**src/rtl/core/ossc_pkg.sv**
```systemverilog
`timescale 1ns / 1ps
// ----------------------------------------------------------------------------
// ossc_pkg
// Types, constants and the arctangent table of the obstacle sector check.
// ----------------------------------------------------------------------------
package ossc_pkg;

	localparam int POS_W     = 24;
	localparam int DELTA_W   = POS_W + 1;
	localparam int ANGLE_W   = 16;
	localparam int TIME_W    = 32;
	localparam int RANGE_W   = 23;
	localparam int CFG_W     = 32;
	localparam int CFG_IDX_W = 3;
	localparam int SQ_W      = 2 * DELTA_W;
	localparam int GUARD_W   = 16;
	localparam int CORDIC_W  = 44;
	localparam int Z_W       = 32;
	localparam int TAB_LEN   = 24;
	localparam int SHIFT_W   = 5;

	localparam int ATAN_ITERATIONS_DEF = 16;

	localparam logic [CFG_IDX_W-1:0] CFG_STOP_RANGE      = 3'd0;
	localparam logic [CFG_IDX_W-1:0] CFG_STOP_HALF_ANGLE = 3'd1;
	localparam logic [CFG_IDX_W-1:0] CFG_SLOW_RANGE      = 3'd2;
	localparam logic [CFG_IDX_W-1:0] CFG_SLOW_HALF_ANGLE = 3'd3;
	localparam logic [CFG_IDX_W-1:0] CFG_STOP_HOLD_MS    = 3'd4;

	localparam logic [RANGE_W-1:0] STOP_RANGE_RST      = 23'd3840;
	localparam logic [ANGLE_W-1:0] STOP_HALF_ANGLE_RST = 16'd182;
	localparam logic [RANGE_W-1:0] SLOW_RANGE_RST      = 23'd10240;
	localparam logic [ANGLE_W-1:0] SLOW_HALF_ANGLE_RST = 16'd3641;
	localparam logic [TIME_W-1:0]  STOP_HOLD_MS_RST    = 32'd5000;

	localparam logic [Z_W-1:0] Z_QUARTER       = 32'h4000_0000;
	localparam logic [Z_W-1:0] Z_THREE_QUARTER = 32'hC000_0000;
	localparam logic [Z_W-1:0] Z_ROUND         = 32'h0000_8000;

	localparam logic [Z_W-1:0] ATAN_TAB [TAB_LEN] = '{
		32'd536870912, 32'd316933406, 32'd167458907, 32'd85004756,
		32'd42667331,  32'd21354465,  32'd10679838,  32'd5340245,
		32'd2670163,   32'd1335087,   32'd667544,    32'd333772,
		32'd166886,    32'd83443,     32'd41722,     32'd20861,
		32'd10430,     32'd5215,      32'd2608,      32'd1304,
		32'd652,       32'd326,       32'd163,       32'd81
	};

	typedef struct packed {
		logic                      action;
		logic signed [POS_W-1:0]   obs_x;
		logic signed [POS_W-1:0]   obs_y;
		logic signed [POS_W-1:0]   car_x;
		logic signed [POS_W-1:0]   car_y;
		logic [ANGLE_W-1:0]        car_heading;
		logic [TIME_W-1:0]         frame_time_ms;
		logic                      frame_last;
	} ossc_in_t;

	typedef struct packed {
		logic stop_active;
		logic slow_seen;
	} ossc_out_t;

	typedef struct packed {
		logic               load;
		logic               step;
		logic [SHIFT_W-1:0] shift;
	} ossc_cordic_ctl_t;

endpackage

```
**src/rtl/core/ossc_cordic.sv**
```systemverilog
`timescale 1ns / 1ps
// ----------------------------------------------------------------------------
// ossc_cordic
// Vectoring cordic: one micro-rotation per step, bearing rounded to 16 bits.
// ----------------------------------------------------------------------------
module ossc_cordic (
	input  logic                              clk,
	input  ossc_pkg::ossc_cordic_ctl_t        ctl,
	input  logic signed [ossc_pkg::DELTA_W-1:0] dx,
	input  logic signed [ossc_pkg::DELTA_W-1:0] dy,
	output logic [ossc_pkg::ANGLE_W-1:0]      bearing
);
	import ossc_pkg::*;

	logic signed [CORDIC_W-1:0] x_q, y_q;
	logic [Z_W-1:0]             z_q;
	logic                       zero_q;

	logic signed [CORDIC_W-1:0] xe, ye, xs, ys;
	logic [Z_W-1:0]             zr;

	assign xe = {{(CORDIC_W-DELTA_W-GUARD_W){dx[DELTA_W-1]}}, dx, {GUARD_W{1'b0}}};
	assign ye = {{(CORDIC_W-DELTA_W-GUARD_W){dy[DELTA_W-1]}}, dy, {GUARD_W{1'b0}}};
	assign xs = x_q >>> ctl.shift;
	assign ys = y_q >>> ctl.shift;

	always_ff @(posedge clk) begin
		if (ctl.load) begin
			zero_q <= (dx == '0) && (dy == '0);
			if (!dx[DELTA_W-1]) begin
				x_q <= xe;
				y_q <= ye;
				z_q <= '0;
			end else if (!dy[DELTA_W-1]) begin
				x_q <= ye;
				y_q <= -xe;
				z_q <= Z_QUARTER;
			end else begin
				x_q <= -ye;
				y_q <= xe;
				z_q <= Z_THREE_QUARTER;
			end
		end else if (ctl.step) begin
			if (!y_q[CORDIC_W-1]) begin
				x_q <= x_q + ys;
				y_q <= y_q - xs;
				z_q <= z_q + ATAN_TAB[ctl.shift];
			end else begin
				x_q <= x_q - ys;
				y_q <= y_q + xs;
				z_q <= z_q - ATAN_TAB[ctl.shift];
			end
		end
	end

	assign zr      = z_q + Z_ROUND;
	assign bearing = zero_q ? '0 : zr[Z_W-1 -: ANGLE_W];

endmodule

```
**src/rtl/core/obstacle_sector_stop_slow_check.sv**
```systemverilog
`timescale 1ns / 1ps
// ----------------------------------------------------------------------------
// obstacle_sector_stop_slow_check
// Per-point stop/slow sector test with frame flags and a timed stop latch.
// ----------------------------------------------------------------------------
//  channel   signals                         direction  meaning
//  obs       obs_valid/obs_ready/obs_item    in         one point or frame end
//  res       res_valid/res_ready/res_item    out        one result per frame end
//  cfg       cfg_we/cfg_index/cfg_data       in         register write, no wait
//
//  a point is accepted in ST_IDLE, then runs one cordic micro-rotation per
//  cycle in ST_CORDIC and one check in ST_CHECK; the squares
//  run on a shared 25x25 multiplier under the first cordic cycles
//  a frame end adds the ST_FRAME state, held while the result register is still full
//  items without a point, or after a stop point, skip the cordic
//  arst_n loads the config defaults and clears the flags, the latch and the result register
// ----------------------------------------------------------------------------
module obstacle_sector_stop_slow_check #(
	parameter int ATAN_ITERATIONS = ossc_pkg::ATAN_ITERATIONS_DEF
) (
	input  logic                            clk,
	input  logic                            arst_n,
	input  logic                            obs_valid,
	output logic                            obs_ready,
	input  ossc_pkg::ossc_in_t              obs_item,
	output logic                            res_valid,
	input  logic                            res_ready,
	output ossc_pkg::ossc_out_t             res_item,
	input  logic                            cfg_we,
	input  logic [ossc_pkg::CFG_IDX_W-1:0]  cfg_index,
	input  logic [ossc_pkg::CFG_W-1:0]      cfg_data
);
	import ossc_pkg::*;

	localparam int STEP_W = $clog2(ATAN_ITERATIONS);
	localparam logic [STEP_W-1:0] STEP_LAST = STEP_W'(ATAN_ITERATIONS - 1);

	localparam logic [1:0] ST_IDLE   = 2'd0;
	localparam logic [1:0] ST_CORDIC = 2'd1;
	localparam logic [1:0] ST_CHECK  = 2'd2;
	localparam logic [1:0] ST_FRAME  = 2'd3;

	logic [1:0]          state_q;
	logic [STEP_W-1:0]   step_q;
	logic                end_q;
	logic [ANGLE_W-1:0]  heading_q;
	logic [TIME_W-1:0]   time_q;
	logic [DELTA_W-1:0]  dx_abs_q, dy_abs_q;
	logic [SQ_W-1:0]     prod_q, d2_q, stop_sq_q, slow_sq_q;

	logic [RANGE_W-1:0]  stop_range_q, slow_range_q;
	logic [ANGLE_W-1:0]  stop_half_q, slow_half_q;
	logic [TIME_W-1:0]   hold_q;

	logic                frame_stop_q, frame_slow_q, latch_q;
	logic [TIME_W-1:0]   stamp_q;
	logic                res_valid_q;
	ossc_out_t           res_q;

	logic signed [DELTA_W-1:0] dx, dy;
	logic                obs_take, res_free, latch_next;
	logic [DELTA_W-1:0]  mul_a;
	logic [ANGLE_W-1:0]  bearing, diff, mag;
	logic                stop_hit, slow_hit;
	logic [TIME_W-1:0]   elapsed;
	ossc_cordic_ctl_t    cordic_ctl;

	assign obs_ready = (state_q == ST_IDLE);
	assign obs_take  = obs_valid && obs_ready;
	assign res_free  = !res_valid_q || res_ready;
	assign res_valid = res_valid_q;
	assign res_item  = res_q;

	assign dx = {obs_item.obs_x[POS_W-1], obs_item.obs_x}
	          - {obs_item.car_x[POS_W-1], obs_item.car_x};
	assign dy = {obs_item.obs_y[POS_W-1], obs_item.obs_y}
	          - {obs_item.car_y[POS_W-1], obs_item.car_y};

	assign cordic_ctl.load  = obs_take;
	assign cordic_ctl.step  = (state_q == ST_CORDIC);
	assign cordic_ctl.shift = SHIFT_W'(step_q);

	ossc_cordic u_cordic (
		.clk     (clk),
		.ctl     (cordic_ctl),
		.dx      (dx),
		.dy      (dy),
		.bearing (bearing)
	);

	// shared squarer operand
	always_comb begin
		priority if (step_q == STEP_W'(0)) begin
			mul_a = dx_abs_q;
		end else if (step_q == STEP_W'(1)) begin
			mul_a = dy_abs_q;
		end else if (step_q == STEP_W'(2)) begin
			mul_a = DELTA_W'(stop_range_q);
		end else begin
			mul_a = DELTA_W'(slow_range_q);
		end
	end

	assign diff     = bearing - heading_q;
	assign mag      = diff[ANGLE_W-1] ? (~diff + ANGLE_W'(1)) : diff;
	assign stop_hit = (d2_q < stop_sq_q) && (mag < stop_half_q);
	assign slow_hit = (d2_q < slow_sq_q) && (mag < slow_half_q);

	assign elapsed  = time_q - stamp_q;
	always_comb begin
		priority if (frame_stop_q) begin
			latch_next = 1'b1;
		end else if (latch_q && (elapsed >= hold_q)) begin
			latch_next = 1'b0;
		end else begin
			latch_next = latch_q;
		end
	end

	// configuration registers
	always_ff @(posedge clk or negedge arst_n) begin
		if (!arst_n) begin
			stop_range_q <= STOP_RANGE_RST;
			stop_half_q  <= STOP_HALF_ANGLE_RST;
			slow_range_q <= SLOW_RANGE_RST;
			slow_half_q  <= SLOW_HALF_ANGLE_RST;
			hold_q       <= STOP_HOLD_MS_RST;
		end else if (cfg_we) begin
			unique case (cfg_index)
				CFG_STOP_RANGE: begin
					stop_range_q <= cfg_data[RANGE_W-1:0];
				end
				CFG_STOP_HALF_ANGLE: begin
					stop_half_q <= cfg_data[ANGLE_W-1:0];
				end
				CFG_SLOW_RANGE: begin
					slow_range_q <= cfg_data[RANGE_W-1:0];
				end
				CFG_SLOW_HALF_ANGLE: begin
					slow_half_q <= cfg_data[ANGLE_W-1:0];
				end
				CFG_STOP_HOLD_MS: begin
					hold_q <= cfg_data[TIME_W-1:0];
				end
				default: begin
				end
			endcase
		end
	end

	// transaction payload and arithmetic
	always_ff @(posedge clk) begin
		if (obs_take) begin
			heading_q <= obs_item.car_heading;
			time_q    <= obs_item.frame_time_ms;
			dx_abs_q  <= dx[DELTA_W-1] ? DELTA_W'(-dx) : DELTA_W'(dx);
			dy_abs_q  <= dy[DELTA_W-1] ? DELTA_W'(-dy) : DELTA_W'(dy);
		end
		if (state_q == ST_CORDIC) begin
			prod_q <= SQ_W'(mul_a) * SQ_W'(mul_a);
			if (step_q == STEP_W'(1)) begin
				d2_q <= prod_q;
			end else if (step_q == STEP_W'(2)) begin
				d2_q <= d2_q + prod_q;
			end else if (step_q == STEP_W'(3)) begin
				stop_sq_q <= prod_q;
			end else if (step_q == STEP_W'(4)) begin
				slow_sq_q <= prod_q;
			end
		end
	end

	// sequencer and frame state
	always_ff @(posedge clk or negedge arst_n) begin
		if (!arst_n) begin
			state_q      <= ST_IDLE;
			step_q       <= '0;
			end_q        <= 1'b0;
			frame_stop_q <= 1'b0;
			frame_slow_q <= 1'b0;
			latch_q      <= 1'b0;
			stamp_q      <= '0;
			res_valid_q  <= 1'b0;
			res_q        <= '0;
		end else begin
			if (res_valid_q && res_ready && (state_q != ST_FRAME)) begin
				res_valid_q <= 1'b0;
			end
			unique case (state_q)
				ST_IDLE: begin
					step_q <= '0;
					if (obs_take) begin
						end_q <= obs_item.action || obs_item.frame_last;
						if (!obs_item.action && !frame_stop_q) begin
							state_q <= ST_CORDIC;
						end else if (obs_item.action || obs_item.frame_last) begin
							state_q <= ST_FRAME;
						end
					end
				end
				ST_CORDIC: begin
					step_q <= step_q + STEP_W'(1);
					if (step_q == STEP_LAST) begin
						state_q <= ST_CHECK;
					end
				end
				ST_CHECK: begin
					if (stop_hit) begin
						frame_stop_q <= 1'b1;
					end else if (slow_hit) begin
						frame_slow_q <= 1'b1;
					end
					state_q <= end_q ? ST_FRAME : ST_IDLE;
				end
				ST_FRAME: begin
					if (res_free) begin
						latch_q <= latch_next;
						if (frame_stop_q) begin
							stamp_q <= time_q;
						end
						res_q.stop_active <= latch_next;
						res_q.slow_seen   <= frame_slow_q;
						res_valid_q       <= 1'b1;
						frame_stop_q      <= 1'b0;
						frame_slow_q      <= 1'b0;
						state_q           <= ST_IDLE;
					end
				end
				default: begin
					state_q <= ST_IDLE;
				end
			endcase
		end
	end

endmodule

```
**config.mk**
```make
export PLATFORM = sky130hd
export DESIGN_NAME = obstacle_sector_stop_slow_check
export DESIGN_NICKNAME = d
export VERILOG_FILES = /design/src/rtl/core/ossc_pkg.sv /design/src/rtl/core/ossc_cordic.sv /design/src/rtl/core/obstacle_sector_stop_slow_check.sv
export SDC_FILE = /design/constraint.sdc
export NUM_CORES = 2
export LEC_CHECK = 0
export BUFFER_PORTS_ARGS = -buffer_cell sky130_fd_sc_hd__clkbuf_2
export CAP_MARGIN = 30
export CORE_MARGIN = 4
export CORE_UTILIZATION = 43
export CTS_CLUSTER_SIZE = 40
export DETAILED_ROUTE_END_ITERATION = 6
export MAX_ROUTING_LAYER = met4
export SLEW_MARGIN = 40
export SYNTH_ARGS = -nofsm -noshare
export SYNTH_HDL_FRONTEND = slang
export SYNTH_HIERARCHICAL = 1
export SYNTH_SLANG_ARGS = --single-unit
export TNS_END_PERCENT = 100
```
**constraint.sdc**
```tcl
create_clock -name clk -period 13 [get_ports clk]
set_input_delay 1.95 -clock clk [delete_from_list [all_inputs] [get_ports clk]]
set_output_delay 1.95 -clock clk [all_outputs]
set_load 0.005 [all_outputs]
```
==> results by group <==
Outcome
  • Run status: finished with violations
  • Violations in the final reports: DRC

Synth
  • Commonest cells in the netlist: inv_1 (1,035), ha_1 (621), nand2_1 (594)
  • Proportion of register bits with asynchronous set or reset after synthesis: between 20% and 30%
  • Count of flip-flops with a built-in enable after synthesis: approximately 420
  • Largest area contributor in the netlist: edfxtp_1
  • Number of instances in the synthesized netlist: roughly 7,400
  • Mean instance size in the synthesized netlist: 9.23 µm²
  • Sequential cell area fraction in the yosys report: between 20% and 30%
  • Cell area after synthesis: about 0.068 mm²
  • Dominant register cell in the synthesized netlist: edfxtp_1
  • Cell types occupying the most area after synthesis: edfxtp_1 (18%), fa_1 (14%), ha_1 (11%)
  • Post-synthesis sequential element count: 570
  • Share of the synthesized area in the top cell type: a little under a fifth
  • Count of different cell masters after synthesis: about 110
  • Most used standard cell by instance count after synthesis: inv_1
  • Number of warnings printed during yosys synthesis: 6

CTS
  • CTS Buffer Depth: 3
  • Number of hold-repair buffers added at the cts stage: 0
  • Clk Latency, worst-skew pair: roughly 0.70 ns
  • CTS Buf Count: 75
  • Clock tree from TritonCTS: yes
  • Clock H-tree levels: 3
  • Number of clock sinks seen by CTS: between 500 and 600
  • Buffers inserted during post-CTS setup optimization: 0
  • Root buffer selected by CTS: clkbuf_16
  • Count of cells resized by post-cts repair: 0
  • Clock-pin slew on the worst setup and hold paths: roughly 0.060 ns

Detailed routing
  • Initial DRC count: about 5,400
  • Via density: between 5 and 6
  • Highest routed metal layer: met4
  • Detailed-routing wirelength on met1: ~100,000 µm
  • Pre-Repair DR Iteration Count: 7
  • Number of vias in the routed layout: between 50,000 and 60,000
  • Post-DRT Antenna Nets: 0
  • Average wire per cell in the routed design: about 23 µm
  • Number of remaining DRC errors: 2
  • Met3 wire length: a little under 20,000 µm
  • Detailed Route WL: around 220,000 µm
  • Routed length on met2: between 90,000 and 100,000 µm

STA
  • Aggregate negative setup slack: 0 ns
  • Peak Freq: around 90 MHz
  • Setup repair after global routing missed its margin: no
  • Count of endpoints failing setup in the final report: 0
  • Worst Tran Pin Value: about 1.2 ns
  • Slew Viols, Final: 0
  • Final critical path time including I/O delays and setup: 11.15 ns
  • Final hold violation count: 0
  • Relative slew margins: a little under a fifth
  • Share of the clock period used by the worst path after layout: a little under nine tenths
  • Clock Skew: 0.0601 ns

Global routing
  • Vias in the first global route: between 50,000 and 60,000
  • Global Route Usage Sum: roughly a quarter
  • Antenna violations before repair: 3
  • Pin count of the biggest net entering global routing: 110
  • Global-route wire length before repair: between 300,000 and 400,000 µm
  • GR Overflow Total: 0

Floorplanning
  • Starting Density: ~43%
  • Placeable core region: between 0.15 and 0.2 mm²
  • Number of cell rows: roughly 150
  • Die height: 407 µm
  • Top-Level Pins: between 150 and 200
  • Total Die Area: about 0.17 mm²
  • Die extent in x: 407 µm

Worst setup path
  • Crit path DAT: ~12 ns
  • Crit path launch type: flop
  • Top cell family by delay on the critical path: adder cells
  • Highest net fanout along the worst path: 58
  • FF-to-FF Start: step_q[1]
  • Setup crit end kind: flop
  • Most frequent cell on the critical path: fa_1
  • Critical setup path kind: reg2reg
  • Buffers & Inverters on Critical Path: 7
  • Required time at the endpoint of the critical path: 13.41 ns
  • Slowest stage cell on the critical path: clkinv_1
  • Worst reg-to-reg path cell count: 31
  • R2r endpoint: prod_q[49]
  • Peak per-stage delay on the critical path: a little over 0.8 ns
  • Minimum setup slack among reg-to-reg paths: 1.85 ns

Final layout
  • Sequential Area: about 0.016 mm²
  • Fraction of layout instances using a drive strength above 1: about 11%
  • Final layout net count: about 8,800
  • Number of fillers in the final layout: 15,200
  • Area added between synthesis and finish: 8.31%
  • Combined area of the multi-input logic cells: 0.0469 mm²

Hold path
  • Hold_sp: stamp_q[27]
  • Worst min path class: reg2reg
  • Hold-critical path endpoint: stamp_q[27]
  • Hold Path Depth: 1

Flow run
  • # Max-Cap Violations: 0

Placement
  • Buffers on Ports: 189
  • RD Place Congestion: between 1 and 1.5
  • Estimated wirelength of the detail-placed design: between 150,000 and 200,000 µm
## layer usage
| metal | GRT usage (%) | up-vias |
|---|---|---|
| li1 | - | 26000 |
| met1 | 38.2 | 27500 |
| met2 | 38.6 | 2341 |
| met3 | 5.03 | 372 |
| met4 | 7.23 | 0 |
| met5 | - | - |
## how the worst max path moves through the flow
stage | from | endpoint | slack (ns) | depth (start not counted)
6_report | step_q[1] | prod_q[49] | 1.85 | 31
5_1_grt | step_q[1] | prod_q[48] | 1.43 | 31
4_1_cts | step_q[0] | prod_q[49] | 1.86 | 31
3_5_place_dp | step_q[0] | prod_q[48] | 1.92 | 31
3_3_place_gp | step_q[0] | prod_q[48] | 2.00 | 33
2_1_floorplan | step_q[1] | prod_q[49] | 3.99 | 34
## per-stage QoR
stage / setup WS [ns] / instance area [µm²] / utilization, % / hold WS (ns) / cells
after detailed placement: 1.92 / 71400 / 45.2 / 0.494 / 9469
final: 1.85 / 74000 / 46.8 / 0.504 / 9614
after global placement: 2.00 / 71400 / 45.1 / 0.472 / 9467
after CTS: 1.86 / 73900 / 46.7 / 0.506 / 9608
after floorplan: 3.99 / 68300 / - / 0.454 / 7402
after global routing: 1.43 / 74000 / 46.8 / 0.513 / 9611
## registers in the layout, summed over array words and instances, names as in the netlist, 2 cells and up
name	count
step_q	4
stop_half_q	16
dx_abs_q	25
heading_q	16
res_item	2
prod_q	49
u_cordic/y_q	44
stop_sq_q	49
d2_q	50
dy_abs_q	25
state_q	2
u_cordic/x_q	44
slow_range_q	23
slow_sq_q	49
stop_range_q	23
u_cordic/z_q	32
time_q	32
slow_half_q	16
stamp_q	32
hold_q	32
## worst register-to-register path, delay by kind of cell (launching register included)
kind / cells / cell delay, ns
XOR/XNOR: 1 / 0.15
flip-flops: 1 / 0.40
adder cells (fa/ha/maj): 9 / 4.38
AO/OA/AOI/OAI: 9 / 2.08
multiplexers: 2 / 0.70
AND/OR/NAND/NOR: 3 / 1.08
buffers and inverters: 7 / 2.10
## cells by family (layout without fill, tap and decap cells)
logic type	after synthesis	count (layout)	share of synthesized area, %
xor gates and xnor gates	459	459	5.88
AOI/OAI and AO/OA	1707	1707	16.0
other	1	7	0.00549
adders and majority gates	1104	1104	25.5
muxes	439	439	8.81
DFF	570	570	24.0
and+or+nand+nor	1789	1789	12.3
buffers and inverters	1331	1467	7.59
## cell usage in the layout, fill, tap and decap left out, drive strengths merged, types with 131 or more instances in the layout
master / Yosys / routed
dfrtp: 131 / 131
ha: 621 / 621
fa: 483 / 483
inv: 1038 / 1044
a21o: 205 / 205
nand2: 595 / 595
edfxtp: 416 / 416
a21oi: 460 / 460
xor2: 199 / 199
mux2: 187 / 187
clkbuf: 184 / 285
mux2i: 141 / 141
nor2: 541 / 541
o21ai: 421 / 421
xnor2: 260 / 260
## final cells by class
| class | count | area share [%] |
|---|---|---|
| repair buffers | 282 | 2.28 |
| flip-flops and latches | 570 | 22.1 |
| inverters | 1046 | 5.31 |
| clock buffers | 94 | 2.67 |
| clock inverters | 45 | 0.686 |
| multi-input cells | 5501 | 63.4 |
| diodes | 4 | 0.0135 |
| well taps | 2072 | 3.50 |
Power is left out: the tool's default activity adds up to more than one toggle a clock period on the data nets, which glitch-free logic cannot reach.
